**src/rtl/core/best_fit_free_list_allocator_unit_assert.svh**
```systemverilog
// Assertion macros for the best-fit free-list allocator.
`ifndef BEST_FIT_FREE_LIST_ALLOCATOR_UNIT_ASSERT_SVH
`define BEST_FIT_FREE_LIST_ALLOCATOR_UNIT_ASSERT_SVH
`ifndef SYNTHESIS
`define BFA_ASSERT_IMP(lbl, clk, rst, ante, cons) \
   lbl: assert property (@(posedge clk) disable iff (rst) (ante) |-> (cons)) \
      else $error("allocator assertion failed");
`define BFA_ASSERT_NXT(lbl, clk, rst, ante, cons) \
   lbl: assert property (@(posedge clk) disable iff (rst) (ante) |=> (cons)) \
      else $error("allocator assertion failed");
`else
`define BFA_ASSERT_IMP(lbl, clk, rst, ante, cons)
`define BFA_ASSERT_NXT(lbl, clk, rst, ante, cons)
`endif
`endif

```
**src/rtl/core/bfa_pkg.sv**
```systemverilog
// Shared types and constants of the best-fit free-list allocator.
`default_nettype none
package bfa_pkg;
   localparam int DEF_MAX_FREE_SEGMENTS = 16;
   localparam int DEF_MAX_LIVE_ALLOCS   = 16;
   localparam int DEF_HEADER_BYTES      = 16;

   localparam int ADDR_W    = 32;
   localparam int ALIGN_W   = 3;
   localparam int STATUS_W  = 3;
   localparam int LIVE_W    = 5;
   localparam int ADJ_W     = 8;
   localparam int CSR_IDX_W = 1;

   localparam logic [ADDR_W-1:0] POOL_BASE_RESET = 32'd0;
   localparam logic [ADDR_W-1:0] POOL_SIZE_RESET = 32'd65536;

   localparam logic [CSR_IDX_W-1:0] CSR_POOL_BASE = 1'b0;
   localparam logic [CSR_IDX_W-1:0] CSR_POOL_SIZE = 1'b1;

   localparam logic FUNC_ALLOC = 1'b0;
   localparam logic FUNC_FREE  = 1'b1;

   typedef enum logic [STATUS_W-1:0] {
      ST_OK         = 3'd0,
      ST_NO_FIT     = 3'd1,
      ST_TABLE_FULL = 3'd2,
      ST_UNKNOWN    = 3'd3,
      ST_BAD        = 3'd4
   } status_type;

   typedef enum logic [3:0] {
      DP_NOP,
      DP_LOAD,
      DP_REC_SCAN,
      DP_SEG_SCAN,
      DP_COMMIT,
      DP_SHIFT_DOWN,
      DP_FREE_PREP,
      DP_FREE_SCAN,
      DP_FREE_MERGE,
      DP_SHIFT_UP,
      DP_SET_STATUS,
      DP_RESULT
   } dp_op_type;

   typedef struct packed {
      dp_op_type  op;
      status_type st;
   } dp_cmd_type;

   typedef struct packed {
      logic is_free;
      logic size_zero;
      logic rec_end;
      logic rec_hit;
      logic seg_end;
      logic exact;
      logic found;
      logic rest_small;
      logic seg_below;
      logic mp;
      logic mn;
      logic seg_full;
      logic up_more;
      logic rsp_busy;
   } dp_stat_type;
endpackage
`default_nettype wire

```
**src/rtl/core/bfa_req_if.sv**
```systemverilog
// Request channel interface of the allocator.
`default_nettype none
interface bfa_req_if;
   import bfa_pkg::*;
   logic                 valid;
   logic                 ready;
   logic                 func;
   logic [ADDR_W-1:0]    req_size;
   logic [ALIGN_W-1:0]   align_log2;
   logic [ADDR_W-1:0]    free_address;
   modport source (output valid, func, req_size, align_log2, free_address, input ready);
   modport sink (input valid, func, req_size, align_log2, free_address, output ready);
endinterface
`default_nettype wire

```
**src/rtl/core/bfa_rsp_if.sv**
```systemverilog
// Response channel interface of the allocator.
`default_nettype none
interface bfa_rsp_if;
   import bfa_pkg::*;
   logic                 valid;
   logic                 ready;
   logic [ADDR_W-1:0]    block_address;
   logic [STATUS_W-1:0]  status;
   logic [ADDR_W-1:0]    used_bytes;
   logic [LIVE_W-1:0]    live_count;
   modport source (output valid, block_address, status, used_bytes, live_count, input ready);
   modport sink (input valid, block_address, status, used_bytes, live_count, output ready);
endinterface
`default_nettype wire

```
**src/rtl/core/best_fit_free_list_allocator_unit.sv**
```systemverilog
// Top level of the best-fit free-list allocator with coalescing.
//
//   Channel   Direction   Contents
//   req_chan  in          func, req_size, align_log2, free_address
//   rsp_chan  out         block_address, status, used_bytes, live_count
//   csr       in          csr_write, csr_index, csr_data (pool_base, pool_size)
//
// One request is in work at a time. How long an allocate or a free takes is set by the
// record scan, the segment scan and the one-entry-per-cycle table shift, all through
// single-port table reads.
// Reset is synchronous and leaves one free segment covering the default pool.
// A result waits in the output register while rsp_chan is stalled; the next request
// is taken meanwhile and holds in its last step until that register empties.
`default_nettype none
`include "best_fit_free_list_allocator_unit_assert.svh"
module best_fit_free_list_allocator_unit #(
   parameter int MAX_FREE_SEGMENTS = bfa_pkg::DEF_MAX_FREE_SEGMENTS,
   parameter int MAX_LIVE_ALLOCS   = bfa_pkg::DEF_MAX_LIVE_ALLOCS,
   parameter int HEADER_BYTES      = bfa_pkg::DEF_HEADER_BYTES
) (
   input  logic                          clock,
   input  logic                          reset,
   bfa_req_if.sink                       req_chan,
   bfa_rsp_if.source                     rsp_chan,
   input  logic                          csr_write,
   input  logic [bfa_pkg::CSR_IDX_W-1:0] csr_index,
   input  logic [bfa_pkg::ADDR_W-1:0]    csr_data
);
   import bfa_pkg::*;

   dp_cmd_type  dp_cmd;
   dp_stat_type dp_stat;

   bfa_controller u_controller (
      .clock     (clock),
      .reset     (reset),
      .req_valid (req_chan.valid),
      .req_ready (req_chan.ready),
      .stat      (dp_stat),
      .cmd       (dp_cmd)
   );

   bfa_datapath #(
      .MAX_FREE_SEGMENTS (MAX_FREE_SEGMENTS),
      .MAX_LIVE_ALLOCS   (MAX_LIVE_ALLOCS),
      .HEADER_BYTES      (HEADER_BYTES)
   ) u_datapath (
      .clock             (clock),
      .reset             (reset),
      .cmd               (dp_cmd),
      .stat              (dp_stat),
      .req_func          (req_chan.func),
      .req_size          (req_chan.req_size),
      .req_align_log2    (req_chan.align_log2),
      .req_free_address  (req_chan.free_address),
      .csr_write         (csr_write),
      .csr_index         (csr_index),
      .csr_data          (csr_data),
      .rsp_ready         (rsp_chan.ready),
      .rsp_valid         (rsp_chan.valid),
      .rsp_block_address (rsp_chan.block_address),
      .rsp_status        (rsp_chan.status),
      .rsp_used_bytes    (rsp_chan.used_bytes),
      .rsp_live_count    (rsp_chan.live_count)
   );

   `BFA_ASSERT_NXT(a_leave_idle, clock, reset, req_chan.valid && req_chan.ready, !req_chan.ready)
   `BFA_ASSERT_IMP(a_err_zero_addr, clock, reset, rsp_chan.valid && (rsp_chan.status != ST_OK), rsp_chan.block_address == '0)
   `BFA_ASSERT_IMP(a_result_slot_free, clock, reset, dp_cmd.op == DP_RESULT, !dp_stat.rsp_busy)
endmodule
`default_nettype wire

```
**src/rtl/core/bfa_datapath.sv**
```systemverilog
// Datapath of the allocator: segment and record tables, scan registers and counters.
`default_nettype none
module bfa_datapath #(
   parameter int MAX_FREE_SEGMENTS = bfa_pkg::DEF_MAX_FREE_SEGMENTS,
   parameter int MAX_LIVE_ALLOCS   = bfa_pkg::DEF_MAX_LIVE_ALLOCS,
   parameter int HEADER_BYTES      = bfa_pkg::DEF_HEADER_BYTES
) (
   input  logic                              clock,
   input  logic                              reset,
   input  bfa_pkg::dp_cmd_type               cmd,
   output bfa_pkg::dp_stat_type              stat,
   input  logic                              req_func,
   input  logic [bfa_pkg::ADDR_W-1:0]        req_size,
   input  logic [bfa_pkg::ALIGN_W-1:0]       req_align_log2,
   input  logic [bfa_pkg::ADDR_W-1:0]        req_free_address,
   input  logic                              csr_write,
   input  logic [bfa_pkg::CSR_IDX_W-1:0]     csr_index,
   input  logic [bfa_pkg::ADDR_W-1:0]        csr_data,
   input  logic                              rsp_ready,
   output logic                              rsp_valid,
   output logic [bfa_pkg::ADDR_W-1:0]        rsp_block_address,
   output logic [bfa_pkg::STATUS_W-1:0]      rsp_status,
   output logic [bfa_pkg::ADDR_W-1:0]        rsp_used_bytes,
   output logic [bfa_pkg::LIVE_W-1:0]        rsp_live_count
);
   import bfa_pkg::*;

   localparam int NS   = MAX_FREE_SEGMENTS;
   localparam int NL   = MAX_LIVE_ALLOCS;
   localparam int SAW  = $clog2(NS);
   localparam int RAW  = $clog2(NL);
   localparam int CW   = $clog2(NS + 1);
   localparam int MAXN = (NS > NL) ? NS : NL;
   localparam int IW   = $clog2(MAXN + 1);

   logic [ADDR_W-1:0] seg_start_mem [NS];
   logic [ADDR_W-1:0] seg_len_mem [NS];
   logic [ADDR_W-1:0] rec_addr_mem [NL];
   logic [ADDR_W-1:0] rec_total_mem [NL];
   logic [ADJ_W-1:0]  rec_adj_mem [NL];

   logic [ADDR_W-1:0] rd_start_ff, rd_len_ff;
   logic [ADDR_W-1:0] rd_raddr_ff, rd_rtotal_ff;
   logic [ADJ_W-1:0]  rd_radj_ff;

   logic [ADDR_W-1:0] base_ff, base_in, size_ff, size_in;
   logic [CW-1:0]     count_ff, count_in;
   logic [NL-1:0]     valid_ff, valid_in;
   logic [ADDR_W-1:0] used_ff, used_in;
   logic [LIVE_W-1:0] live_ff, live_in;
   logic [IW-1:0]     idx_ff, idx_in, kpos_ff, kpos_in;
   logic              found_ff, found_in, have_prev_ff, have_prev_in, ins_ff, ins_in;
   logic              func_ff, func_in;
   logic [ADDR_W-1:0] size_req_ff, size_req_in, faddr_ff, faddr_in;
   logic [ALIGN_W-1:0] align_ff, align_in;
   logic [RAW-1:0]    slot_ff, slot_in;
   logic [ADDR_W-1:0] hit_total_ff, hit_total_in;
   logic [ADJ_W-1:0]  hit_adj_ff, hit_adj_in;
   logic [SAW-1:0]    best_idx_ff, best_idx_in;
   logic [ADDR_W-1:0] best_start_ff, best_start_in, best_len_ff, best_len_in;
   logic [ADDR_W-1:0] best_total_ff, best_total_in;
   logic [ADJ_W-1:0]  best_adj_ff, best_adj_in;
   logic [ADDR_W-1:0] bstart_ff, bstart_in, bend_ff, bend_in;
   logic [ADDR_W-1:0] prev_start_ff, prev_start_in, prev_len_ff, prev_len_in;
   logic [ADDR_W-1:0] prev_end_ff, prev_end_in;
   status_type        st_ff, st_in;
   logic              rsp_valid_ff, rsp_valid_in;
   logic [ADDR_W-1:0] rsp_addr_ff, rsp_addr_in, addr_ff, addr_in;
   logic [STATUS_W-1:0] rsp_st_ff, rsp_st_in;
   logic [ADDR_W-1:0] rsp_used_ff, rsp_used_in;
   logic [LIVE_W-1:0] rsp_live_ff, rsp_live_in;

   logic              seg_we, rec_we;
   logic [SAW-1:0]    seg_waddr, seg_raddr;
   logic [RAW-1:0]    rec_raddr;
   logic [ADDR_W-1:0] seg_wstart, seg_wlen;
   logic [IW-1:0]     idx_inc, idx_dec;
   logic [RAW-1:0]    ri;
   logic [ADJ_W-1:0]  amask, adj0, need, adj;
   logic [ADDR_W:0]   total33, len33;
   logic [ADDR_W-1:0] rest, grant;
   logic              seg_end, rec_end, rec_hit, exact, better, rest_small;
   logic              seg_below, mp, mn, seg_full;

   assign idx_inc = idx_ff + IW'(1);
   assign idx_dec = idx_ff - IW'(1);
   assign ri      = idx_ff[RAW-1:0];

   assign amask = (ADJ_W'(1) << align_ff) - ADJ_W'(1);
   assign adj0  = (~rd_start_ff[ADJ_W-1:0] + ADJ_W'(1)) & amask;
   assign need  = ADJ_W'(HEADER_BYTES) - adj0;
   always_comb begin
      if (adj0 < ADJ_W'(HEADER_BYTES)) begin
         adj = adj0 + (((need + amask) >> align_ff) << align_ff);
      end else begin
         adj = adj0;
      end
   end

   assign total33    = {1'b0, size_req_ff} + (ADDR_W + 1)'(adj);
   assign len33      = {1'b0, rd_len_ff};
   assign seg_end    = idx_ff >= IW'(count_ff);
   assign rec_end    = idx_ff == IW'(NL);
   assign rec_hit    = !rec_end && ((func_ff == FUNC_FREE) ?
                       (valid_ff[ri] && rd_raddr_ff == faddr_ff) : !valid_ff[ri]);
   assign exact      = !seg_end && len33 == total33;
   assign better     = !seg_end && len33 > total33 &&
                       (!found_ff || rd_len_ff < best_len_ff);
   assign rest       = best_len_ff - best_total_ff;
   assign rest_small = rest <= ADDR_W'(HEADER_BYTES);
   assign grant      = rest_small ? best_len_ff : best_total_ff;
   assign seg_below  = !seg_end && rd_start_ff < bend_ff;
   assign mp         = have_prev_ff && prev_end_ff == bstart_ff;
   assign mn         = !seg_end && rd_start_ff == bend_ff;
   assign seg_full   = count_ff >= CW'(NS);

   always_comb begin
      base_in       = base_ff;
      size_in       = size_ff;
      count_in      = count_ff;
      valid_in      = valid_ff;
      used_in       = used_ff;
      live_in       = live_ff;
      idx_in        = idx_ff;
      kpos_in       = kpos_ff;
      found_in      = found_ff;
      have_prev_in  = have_prev_ff;
      ins_in        = ins_ff;
      func_in       = func_ff;
      size_req_in   = size_req_ff;
      faddr_in      = faddr_ff;
      align_in      = align_ff;
      slot_in       = slot_ff;
      hit_total_in  = hit_total_ff;
      hit_adj_in    = hit_adj_ff;
      best_idx_in   = best_idx_ff;
      best_start_in = best_start_ff;
      best_len_in   = best_len_ff;
      best_total_in = best_total_ff;
      best_adj_in   = best_adj_ff;
      bstart_in     = bstart_ff;
      bend_in       = bend_ff;
      prev_start_in = prev_start_ff;
      prev_len_in   = prev_len_ff;
      prev_end_in   = prev_end_ff;
      st_in         = st_ff;
      addr_in       = addr_ff;
      rsp_valid_in  = rsp_valid_ff && !rsp_ready;
      rsp_addr_in   = rsp_addr_ff;
      rsp_st_in     = rsp_st_ff;
      rsp_used_in   = rsp_used_ff;
      rsp_live_in   = rsp_live_ff;
      seg_we        = 1'b0;
      seg_waddr     = idx_ff[SAW-1:0];
      seg_wstart    = rd_start_ff;
      seg_wlen      = rd_len_ff;
      rec_we        = 1'b0;
      case (cmd.op)
         DP_LOAD: begin
            func_in      = req_func;
            size_req_in  = req_size;
            align_in     = req_align_log2;
            faddr_in     = req_free_address;
            idx_in       = '0;
            found_in     = 1'b0;
            have_prev_in = 1'b0;
         end
         DP_REC_SCAN: begin
            if (rec_hit) begin
               slot_in      = ri;
               hit_total_in = rd_rtotal_ff;
               hit_adj_in   = rd_radj_ff;
               idx_in       = '0;
            end else begin
               idx_in = idx_inc;
            end
         end
         DP_SEG_SCAN: begin
            if (!seg_end) begin
               if (exact || better) begin
                  best_idx_in   = idx_ff[SAW-1:0];
                  best_start_in = rd_start_ff;
                  best_len_in   = rd_len_ff;
                  best_total_in = total33[ADDR_W-1:0];
                  best_adj_in   = adj;
                  found_in      = 1'b1;
               end
               idx_in = idx_inc;
            end
         end
         DP_COMMIT: begin
            rec_we           = 1'b1;
            valid_in[slot_ff] = 1'b1;
            used_in          = used_ff + grant;
            live_in          = live_ff + LIVE_W'(1);
            st_in            = ST_OK;
            addr_in          = best_start_ff + ADDR_W'(best_adj_ff);
            if (rest_small) begin
               idx_in = IW'(best_idx_ff) + IW'(1);
            end else begin
               seg_we     = 1'b1;
               seg_waddr  = best_idx_ff;
               seg_wstart = best_start_ff + best_total_ff;
               seg_wlen   = rest;
            end
         end
         DP_SHIFT_DOWN: begin
            if (!seg_end) begin
               seg_we    = 1'b1;
               seg_waddr = idx_dec[SAW-1:0];
               idx_in    = idx_inc;
            end else begin
               count_in = count_ff - CW'(1);
            end
         end
         DP_FREE_PREP: begin
            bstart_in    = faddr_ff - ADDR_W'(hit_adj_ff);
            bend_in      = faddr_ff - ADDR_W'(hit_adj_ff) + hit_total_ff;
            idx_in       = '0;
            have_prev_in = 1'b0;
         end
         DP_FREE_SCAN: begin
            if (seg_below) begin
               prev_start_in = rd_start_ff;
               prev_len_in   = rd_len_ff;
               prev_end_in   = rd_start_ff + rd_len_ff;
               have_prev_in  = 1'b1;
               idx_in        = idx_inc;
            end
         end
         DP_FREE_MERGE: begin
            ins_in = 1'b0;
            if (mp || mn || !seg_full) begin
               valid_in[slot_ff] = 1'b0;
               used_in           = used_ff - hit_total_ff;
               live_in           = live_ff - LIVE_W'(1);
               st_in             = ST_OK;
            end
            if (mp && mn) begin
               seg_we     = 1'b1;
               seg_waddr  = idx_dec[SAW-1:0];
               seg_wstart = prev_start_ff;
               seg_wlen   = prev_len_ff + hit_total_ff + rd_len_ff;
               idx_in     = idx_inc;
            end else if (mp) begin
               seg_we     = 1'b1;
               seg_waddr  = idx_dec[SAW-1:0];
               seg_wstart = prev_start_ff;
               seg_wlen   = prev_len_ff + hit_total_ff;
            end else if (mn) begin
               seg_we     = 1'b1;
               seg_wstart = bstart_ff;
               seg_wlen   = rd_len_ff + hit_total_ff;
            end else if (seg_full) begin
               st_in = ST_TABLE_FULL;
            end else if (seg_end) begin
               seg_we     = 1'b1;
               seg_wstart = bstart_ff;
               seg_wlen   = hit_total_ff;
               count_in   = count_ff + CW'(1);
            end else begin
               kpos_in = idx_ff;
               idx_in  = IW'(count_ff) - IW'(1);
            end
         end
         DP_SHIFT_UP: begin
            seg_we = 1'b1;
            if (!ins_ff) begin
               seg_waddr = idx_inc[SAW-1:0];
               if (idx_ff == kpos_ff) begin
                  ins_in = 1'b1;
               end else begin
                  idx_in = idx_dec;
               end
            end else begin
               seg_waddr  = kpos_ff[SAW-1:0];
               seg_wstart = bstart_ff;
               seg_wlen   = hit_total_ff;
               count_in   = count_ff + CW'(1);
            end
         end
         DP_SET_STATUS: begin
            st_in = cmd.st;
         end
         DP_RESULT: begin
            rsp_valid_in = 1'b1;
            rsp_addr_in  = (st_ff == ST_OK && func_ff == FUNC_ALLOC) ? addr_ff : '0;
            rsp_st_in    = st_ff;
            rsp_used_in  = used_ff;
            rsp_live_in  = live_ff;
         end
         default: begin
         end
      endcase
      if (csr_write) begin
         if (csr_index == CSR_POOL_BASE) begin
            base_in = csr_data;
         end else begin
            size_in = csr_data;
         end
         seg_we     = 1'b1;
         seg_waddr  = '0;
         seg_wstart = base_in;
         seg_wlen   = size_in;
         count_in   = (size_in != '0) ? CW'(1) : '0;
         valid_in   = '0;
         used_in    = '0;
         live_in    = '0;
      end
   end

   assign seg_raddr = idx_in[SAW-1:0];
   assign rec_raddr = idx_in[RAW-1:0];

   always_ff @(posedge clock) begin
      if (reset) begin
         seg_start_mem[0] <= POOL_BASE_RESET;
         seg_len_mem[0]   <= POOL_SIZE_RESET;
      end else if (seg_we) begin
         seg_start_mem[seg_waddr] <= seg_wstart;
         seg_len_mem[seg_waddr]   <= seg_wlen;
      end
      if (seg_we && seg_waddr == seg_raddr) begin
         rd_start_ff <= seg_wstart;
         rd_len_ff   <= seg_wlen;
      end else begin
         rd_start_ff <= seg_start_mem[seg_raddr];
         rd_len_ff   <= seg_len_mem[seg_raddr];
      end
   end

   always_ff @(posedge clock) begin
      if (rec_we) begin
         rec_addr_mem[slot_ff]  <= addr_in;
         rec_total_mem[slot_ff] <= grant;
         rec_adj_mem[slot_ff]   <= best_adj_ff;
      end
      if (rec_we && slot_ff == rec_raddr) begin
         rd_raddr_ff  <= addr_in;
         rd_rtotal_ff <= grant;
         rd_radj_ff   <= best_adj_ff;
      end else begin
         rd_raddr_ff  <= rec_addr_mem[rec_raddr];
         rd_rtotal_ff <= rec_total_mem[rec_raddr];
         rd_radj_ff   <= rec_adj_mem[rec_raddr];
      end
   end

   always_ff @(posedge clock) begin
      if (reset) begin
         base_ff      <= POOL_BASE_RESET;
         size_ff      <= POOL_SIZE_RESET;
         count_ff     <= CW'(1);
         valid_ff     <= '0;
         used_ff      <= '0;
         live_ff      <= '0;
         idx_ff       <= '0;
         ins_ff       <= 1'b0;
         rsp_valid_ff <= 1'b0;
      end else begin
         base_ff      <= base_in;
         size_ff      <= size_in;
         count_ff     <= count_in;
         valid_ff     <= valid_in;
         used_ff      <= used_in;
         live_ff      <= live_in;
         idx_ff       <= idx_in;
         ins_ff       <= ins_in;
         rsp_valid_ff <= rsp_valid_in;
      end
   end

   always_ff @(posedge clock) begin
      kpos_ff       <= kpos_in;
      found_ff      <= found_in;
      have_prev_ff  <= have_prev_in;
      func_ff       <= func_in;
      size_req_ff   <= size_req_in;
      faddr_ff      <= faddr_in;
      align_ff      <= align_in;
      slot_ff       <= slot_in;
      hit_total_ff  <= hit_total_in;
      hit_adj_ff    <= hit_adj_in;
      best_idx_ff   <= best_idx_in;
      best_start_ff <= best_start_in;
      best_len_ff   <= best_len_in;
      best_total_ff <= best_total_in;
      best_adj_ff   <= best_adj_in;
      bstart_ff     <= bstart_in;
      bend_ff       <= bend_in;
      prev_start_ff <= prev_start_in;
      prev_len_ff   <= prev_len_in;
      prev_end_ff   <= prev_end_in;
      st_ff         <= st_in;
      addr_ff       <= addr_in;
      rsp_addr_ff   <= rsp_addr_in;
      rsp_st_ff     <= rsp_st_in;
      rsp_used_ff   <= rsp_used_in;
      rsp_live_ff   <= rsp_live_in;
   end

   assign stat.is_free    = func_ff == FUNC_FREE;
   assign stat.size_zero  = size_req_ff == '0;
   assign stat.rec_end    = rec_end;
   assign stat.rec_hit    = rec_hit;
   assign stat.seg_end    = seg_end;
   assign stat.exact      = exact;
   assign stat.found      = found_ff;
   assign stat.rest_small = rest_small;
   assign stat.seg_below  = seg_below;
   assign stat.mp         = mp;
   assign stat.mn         = mn;
   assign stat.seg_full   = seg_full;
   assign stat.up_more    = !ins_ff;
   assign stat.rsp_busy   = rsp_valid_ff && !rsp_ready;

   assign rsp_valid         = rsp_valid_ff;
   assign rsp_block_address = rsp_addr_ff;
   assign rsp_status        = rsp_st_ff;
   assign rsp_used_bytes    = rsp_used_ff;
   assign rsp_live_count    = rsp_live_ff;
endmodule
`default_nettype wire

```
**src/rtl/core/bfa_controller.sv**
```systemverilog
// Controller state machine of the allocator.
`default_nettype none
module bfa_controller (
   input  logic                  clock,
   input  logic                  reset,
   input  logic                  req_valid,
   output logic                  req_ready,
   input  bfa_pkg::dp_stat_type  stat,
   output bfa_pkg::dp_cmd_type   cmd
);
   import bfa_pkg::*;

   typedef enum logic [9:0] {
      S_IDLE       = 10'b0000000001,
      S_REC_SCAN   = 10'b0000000010,
      S_SEG_SCAN   = 10'b0000000100,
      S_COMMIT     = 10'b0000001000,
      S_SHIFT_DOWN = 10'b0000010000,
      S_FREE_PREP  = 10'b0000100000,
      S_FREE_SCAN  = 10'b0001000000,
      S_FREE_MERGE = 10'b0010000000,
      S_SHIFT_UP   = 10'b0100000000,
      S_RESULT     = 10'b1000000000
   } state_type;

   state_type state_ff, state_in;

   assign req_ready = state_ff == S_IDLE;

   always_comb begin
      state_in = state_ff;
      cmd.op   = DP_NOP;
      cmd.st   = ST_OK;
      case (state_ff)
         S_IDLE: begin
            if (req_valid) begin
               cmd.op   = DP_LOAD;
               state_in = S_REC_SCAN;
            end
         end
         S_REC_SCAN: begin
            if (!stat.is_free && stat.size_zero) begin
               cmd.op   = DP_SET_STATUS;
               cmd.st   = ST_BAD;
               state_in = S_RESULT;
            end else if (stat.rec_end) begin
               cmd.op   = DP_SET_STATUS;
               cmd.st   = stat.is_free ? ST_UNKNOWN : ST_TABLE_FULL;
               state_in = S_RESULT;
            end else begin
               cmd.op = DP_REC_SCAN;
               if (stat.rec_hit) begin
                  state_in = stat.is_free ? S_FREE_PREP : S_SEG_SCAN;
               end
            end
         end
         S_SEG_SCAN: begin
            if (stat.seg_end && !stat.found) begin
               cmd.op   = DP_SET_STATUS;
               cmd.st   = ST_NO_FIT;
               state_in = S_RESULT;
            end else begin
               cmd.op = DP_SEG_SCAN;
               if (stat.seg_end || stat.exact) begin
                  state_in = S_COMMIT;
               end
            end
         end
         S_COMMIT: begin
            cmd.op   = DP_COMMIT;
            state_in = stat.rest_small ? S_SHIFT_DOWN : S_RESULT;
         end
         S_SHIFT_DOWN: begin
            cmd.op = DP_SHIFT_DOWN;
            if (stat.seg_end) begin
               state_in = S_RESULT;
            end
         end
         S_FREE_PREP: begin
            cmd.op   = DP_FREE_PREP;
            state_in = S_FREE_SCAN;
         end
         S_FREE_SCAN: begin
            cmd.op = DP_FREE_SCAN;
            if (!stat.seg_below) begin
               state_in = S_FREE_MERGE;
            end
         end
         S_FREE_MERGE: begin
            cmd.op = DP_FREE_MERGE;
            if (stat.mp && stat.mn) begin
               state_in = S_SHIFT_DOWN;
            end else if (stat.mp || stat.mn || stat.seg_full || stat.seg_end) begin
               state_in = S_RESULT;
            end else begin
               state_in = S_SHIFT_UP;
            end
         end
         S_SHIFT_UP: begin
            cmd.op = DP_SHIFT_UP;
            if (!stat.up_more) begin
               state_in = S_RESULT;
            end
         end
         S_RESULT: begin
            if (!stat.rsp_busy) begin
               cmd.op   = DP_RESULT;
               state_in = S_IDLE;
            end
         end
         default: begin
            state_in = S_IDLE;
         end
      endcase
   end

   always_ff @(posedge clock) begin
      if (reset) begin
         state_ff <= S_IDLE;
      end else begin
         state_ff <= state_in;
      end
   end
endmodule
`default_nettype wire
```
**src/flat_wrapper.sv**
```systemverilog
// flat-port wrapper written by rule: the top's interface ports become plain ports
module best_fit_free_list_allocator_unit_flat import bfa_pkg::*;
#(
   parameter int MAX_FREE_SEGMENTS = bfa_pkg::DEF_MAX_FREE_SEGMENTS,
   parameter int MAX_LIVE_ALLOCS   = bfa_pkg::DEF_MAX_LIVE_ALLOCS,
   parameter int HEADER_BYTES      = bfa_pkg::DEF_HEADER_BYTES
)
  (clock, reset, csr_write, csr_index, csr_data, req_chan_valid, req_chan_func, req_chan_req_size, req_chan_align_log2, req_chan_free_address, req_chan_ready, rsp_chan_valid, rsp_chan_block_address, rsp_chan_status, rsp_chan_used_bytes, rsp_chan_live_count, rsp_chan_ready);
  bfa_req_if req_chan_i ();
  bfa_rsp_if rsp_chan_i ();
  input  logic clock;
  input  logic reset;
  input  logic csr_write;
  input  logic [bfa_pkg::CSR_IDX_W-1:0] csr_index;
  input  logic [bfa_pkg::ADDR_W-1:0] csr_data;
  input wire logic [$bits(req_chan_i.valid)-1:0] req_chan_valid;
  input wire logic [$bits(req_chan_i.func)-1:0] req_chan_func;
  input wire logic [$bits(req_chan_i.req_size)-1:0] req_chan_req_size;
  input wire logic [$bits(req_chan_i.align_log2)-1:0] req_chan_align_log2;
  input wire logic [$bits(req_chan_i.free_address)-1:0] req_chan_free_address;
  output wire logic [$bits(req_chan_i.ready)-1:0] req_chan_ready;
  output wire logic [$bits(rsp_chan_i.valid)-1:0] rsp_chan_valid;
  output wire logic [$bits(rsp_chan_i.block_address)-1:0] rsp_chan_block_address;
  output wire logic [$bits(rsp_chan_i.status)-1:0] rsp_chan_status;
  output wire logic [$bits(rsp_chan_i.used_bytes)-1:0] rsp_chan_used_bytes;
  output wire logic [$bits(rsp_chan_i.live_count)-1:0] rsp_chan_live_count;
  input wire logic [$bits(rsp_chan_i.ready)-1:0] rsp_chan_ready;
  assign req_chan_i.valid = req_chan_valid;
  assign req_chan_i.func = req_chan_func;
  assign req_chan_i.req_size = req_chan_req_size;
  assign req_chan_i.align_log2 = req_chan_align_log2;
  assign req_chan_i.free_address = req_chan_free_address;
  assign req_chan_ready = req_chan_i.ready;
  assign rsp_chan_valid = rsp_chan_i.valid;
  assign rsp_chan_block_address = rsp_chan_i.block_address;
  assign rsp_chan_status = rsp_chan_i.status;
  assign rsp_chan_used_bytes = rsp_chan_i.used_bytes;
  assign rsp_chan_live_count = rsp_chan_i.live_count;
  assign rsp_chan_i.ready = rsp_chan_ready;
  best_fit_free_list_allocator_unit #(.MAX_FREE_SEGMENTS(MAX_FREE_SEGMENTS), .MAX_LIVE_ALLOCS(MAX_LIVE_ALLOCS), .HEADER_BYTES(HEADER_BYTES)) u_core (.clock(clock), .reset(reset), .req_chan(req_chan_i), .rsp_chan(rsp_chan_i), .csr_write(csr_write), .csr_index(csr_index), .csr_data(csr_data));
endmodule
```
**config.mk**
```make
export PLATFORM = sky130hd
export DESIGN_NAME = best_fit_free_list_allocator_unit_flat
export DESIGN_NICKNAME = d
export VERILOG_FILES = /design/src/rtl/core/bfa_pkg.sv /design/src/rtl/core/bfa_req_if.sv /design/src/rtl/core/bfa_rsp_if.sv /design/src/rtl/core/best_fit_free_list_allocator_unit.sv /design/src/rtl/core/bfa_datapath.sv /design/src/rtl/core/bfa_controller.sv /design/src/flat_wrapper.sv
export VERILOG_INCLUDE_DIRS = /design/src /design/src/rtl/core
export SDC_FILE = /design/constraint.sdc
export NUM_CORES = 2
export LEC_CHECK = 0
export ABC_CLOCK_PERIOD_IN_PS = 16300
export BUFFER_PORTS_ARGS = -buffer_cell sky130_fd_sc_hd__buf_4
export CAP_MARGIN = 30
export CORE_ASPECT_RATIO = 0.7
export CORE_MARGIN = 1.5
export CORE_UTILIZATION = 45
export DETAILED_ROUTE_END_ITERATION = 10
export PLACE_DENSITY = 0.64
export SYNTH_ARGS = -nofsm -noshare
export SYNTH_HDL_FRONTEND = slang
export SYNTH_SLANG_ARGS = --single-unit
```
**constraint.sdc**
```tcl
create_clock -name clock -period 16.3 [get_ports clock]
set_input_delay 3.26 -clock clock [delete_from_list [all_inputs] [get_ports clock]]
set_output_delay 3.26 -clock clock [all_outputs]
set_load 0.05 [all_outputs]
```
==> impl_metrics.json <==
{
  "outcome": "completed",
  "most_common_flop_cell_mapped_by_yosys": "edfxtp_1",
  "worstSetupPathType": "reg2reg",
  "average_size_of_a_mapped_cell_um2": 14.02,
  "leakage_power_total_nw": 51.85,
  "wl_per_cell_um": 31.67,
  "hpwlAfterDp_um": 282200,
  "die_area_um2": 295500,
  "synth_edf_count": 2638,
  "maxSlewHeadroom_pct": 22.98,
  "timing.critical_path.slowest_cell_delay_ns": 0.78,
  "synth_cells": 9377,
  "arrival_ns": 12.42,
  "die_height_um": 455.3,
  "areaGrowthSynthToFinish_pct": 12.41,
  "row_count": 165,
  "post-cts-setup-buffer-count": 0,
  "setup_tns_ns": 0,
  "floorplan.core_area_um2": 289600,
  "r2r_end": "u_core.u_datapath.found_ff$_DFFE_PP_",
  "drv_cap": 0,
  "grt_antenna_before_repair": 37,
  "endpoint_kind": "flip-flop",
  "crit_path_max_fanout": 56,
  "grt_max_degree": 134,
  "cts-resized-gates": 0,
  "fmaxAchievable_mhz": 84.37,
  "cp_data_required_time_ns": 16.87,
  "yosys_warnings": 0,
  "port_buffers": 179,
  "tightest_slew_ns": 1.143,
  "number_of_iterations_in_the_first_detailed_routing_pass": 6,
  "detail_route.wirelength_um": 436300,
  "globalRoute.totalOverflow": 0,
  "yosys_register_bits": 2877,
  "max-clock-path-buffers": 4,
  "layout-drive-gt1-share_pct": 13.77,
  "final_critical_period_ns": 11.85,
  "postCtsHoldBufs": 0,
  "hold_class": "reg2reg",
  "clk_root_buffer_cell": "clkbuf_16",
  "vias": 86880,
  "die_w_um": 649.1,
  "whs_endpoint": "u_core.u_datapath.base_ff[17]$_SDFFE_PP0P_",
  "track_usage_pct": 28.73,
  "routabilityCongestion": 0.9818,
  "fin_skew_ns": 0.09995,
  "ffs_w_async_s_r_synth_pct": 0,
  "cts.clk_slew.worst_paths_ns": 0.06,
  "route.detailed.drc": 0,
  "grt_setup_unrepaired": "false",
  "vias_per_cell": 6.307,
  "cts.htree.levels": 5,
  "antenna_left": 0,
  "timing.final.crit_share_pct": 72.72,
  "first_global_vias": 81330,
  "start_kind": "flip-flop",
  "synth_seq_area_share_pct": 63.87,
  "regToRegStartpoint": "u_core.u_datapath.align_ff[2]$_DFFE_PP_",
  "vdd_drop_max_mv": 0.07891,
  "setup_viol_count_final": 0,
  "most_frequent_cell_on_critical_path": "a21oi_1",
  "worst-r2r-setup-slack_ns": 4.45,
  "r2r.worst_path.cells": 45,
  "worst_skew_pair.late_latency_ns": 0.93,
  "design_power_total_mw": 16.68,
  "mappedNetlistArea_um2": 131500,
  "hold_viol": 0,
  "mappedNetlistNets": 9894,
  "min-delay-start": "u_core.u_datapath.base_ff[17]$_SDFFE_PP0P_",
  "critical_path.slowest_cell": "buf_4",
  "cts_buffers": 290,
  "final_net_count": 10210,
  "power-per-cell-area_nw_per_um2": 112.8,
  "grt_first_pass_wirelength_um": 609500,
  "timing_max_transition_violations_final": 0,
  "num_io_pins": 180,
  "synth_cell_types": 107,
  "first_iteration_detailed_routing_drc_count": 12550,
  "clock_tree_from_tritoncts": "done",
  "start_util_pct": 45.40,
  "clock_sink_count": 2877,
  "worst_hold_path.num_cells": 2
}
-- routing by layer --
| metal | vias up | routed length, um | track usage, % |
|---|---|---|---|
| li1 | 36910 | - | - |
| met1 | 44120 | 188100 | 43.29 |
| met2 | 5111 | 181600 | 40.94 |
| met3 | 717 | 52100 | 6.972 |
| met4 | 18 | 14300 | 8.833 |
| met5 | - | 115 | 0 |
-- cell usage after synthesis (all sizes together) (14+ instances only) --
library cell,instances,share of area (%)
a2111oi,16,0.13
a211oi,40,0.24
a21o,125,0.71
a21oi,451,1.7
a221oi,102,0.68
a22oi,28,0.16
a31oi,60,0.30
a32o,74,0.56
a32oi,132,0.88
and2,75,0.36
and3,75,0.36
and4,16,0.11
buf,179,0.66
clkbuf,262,0.75
dfxtp,239,3.6
edfxtp,2638,60
fa,14,0.21
ha,397,3.8
inv,299,0.85
mux2,59,0.54
mux2i,568,4.3
mux4,300,5.1
nand2,965,2.8
nand2b,57,0.27
nand3,227,0.86
nand4,67,0.32
nor2,406,1.2
nor2b,50,0.24
nor3,143,0.56
nor3b,15,0.086
nor4,67,0.34
o211ai,36,0.21
o21a,33,0.19
o21ai,312,1.2
o21bai,50,0.29
o22ai,36,0.17
o31ai,31,0.18
or2,22,0.10
or3,41,0.20
xnor2,271,1.8
xor2,185,1.2
-- kinds of logic after synthesis --
kind of cell | after synthesis | share of synthesized area, %
simple gates | 2277 | 8.059
flops | 2877 | 63.87
fa+ha+maj | 411 | 3.990
mux | 927 | 10.00
buf+inv | 740 | 2.266
xor+xnor | 457 | 3.054
compound gates | 1686 | 8.750
other cells | 2 | 0.005711
-- worst max-delay path: cells and delay by family, from the launching register on --
family	cells	cell delay, ns
flops	1	0.66
mux	1	0.23
simple gates	11	2.74
compound gates	18	3.29
buf+inv	6	1.79
xor+xnor	3	0.79
fa+ha+maj	6	1.97
-- registers in the layout, indices dropped and copies added, names as in the netlist, 128 cells and up, named ones only --
register,count
u_core.u_datapath.rec_addr_mem,512
u_core.u_datapath.rec_adj_mem,128
u_core.u_datapath.rec_total_mem,512
u_core.u_datapath.seg_len_mem,512
u_core.u_datapath.seg_start_mem,512
-- cells in the final DEF, fill, tap and decap left out, types with 56 or more instances in the layout --
cell	Yosys	routed
a21o_1	125	125
clkbuf_1	260	63
o21ai_0	307	279
nand2b_1	57	56
a32o_1	74	74
a221oi_1	101	101
and2_1	74	74
a21oi_1	450	449
nor4_1	62	60
nand4_1	67	67
a32oi_1	132	132
mux4_2	300	300
buf_4	14	440
dfxtp_1	239	234
ha_1	397	397
a31oi_1	59	59
edfxtp_1	2638	2638
mux2i_1	568	568
xnor2_1	271	271
clkbuf_16	0	295
and3_1	75	75
nor3_1	140	139
nor2_1	399	377
nand3_1	227	225
nand2_1	965	964
xor2_1	185	185
inv_1	296	276
-- metrics by stage --
stage	utilization, %	area [um^2]	setup WS, ns	cells	hold slack (ns)
finish	51.04	147800	4.447	13780	0.4540
global route	51.03	147800	3.296	13770	0.4719
CTS	50.98	147700	4.497	13750	0.4550
detailed placement	47.79	138400	4.556	13230	0.4451
global placement	47.70	138200	4.506	13210	0.4393
floorplan	-	131500	3.539	9377	0.4172
-- worst max-delay path by stage --
stage	start	endpoint	slack (ns)	cells after the start
final	u_core.u_datapath.align_ff[2]$_DFFE_PP_	u_core.u_datapath.found_ff$_DFFE_PP_	4.45	45
after global routing	u_core.u_datapath.align_ff[2]$_DFFE_PP_	u_core.u_datapath.found_ff$_DFFE_PP_	3.30	45
after CTS	u_core.u_datapath.align_ff[2]$_DFFE_PP_	u_core.u_datapath.found_ff$_DFFE_PP_	4.50	45
after detailed placement	u_core.u_datapath.align_ff[2]$_DFFE_PP_	u_core.u_datapath.found_ff$_DFFE_PP_	4.56	45
after global placement	u_core.u_datapath.align_ff[2]$_DFFE_PP_	u_core.u_datapath.found_ff$_DFFE_PP_	4.51	45
after floorplan	u_core.u_datapath.align_ff[0]$_DFFE_PP_	u_core.u_datapath.found_ff$_DFFE_PP_	3.54	45
-- power by group --
group	total (mW)	switching, mW	leakage (nW)	internal (mW)
registers	8.26	0.133	25.0	8.13
clock network	6.67	2.90	4.50	3.76
logic	1.75	1.09	22.4	0.658
-- layout make-up --
class | count | area (um^2)
Antenna cell | 18 | 45.04
Clock buffer | 366 | 7729
Inverter | 299 | 1172
Timing Repair Buffer | 467 | 3725
Sequential cell | 2877 | 84020
Tap cell | 3841 | 4806
Fill cell | 24030 | 141800
Clock inverter | 148 | 1501
Multi-Input combinational cell | 5760 | 44840
No activity file was read; power rests on OpenSTA's default activity.
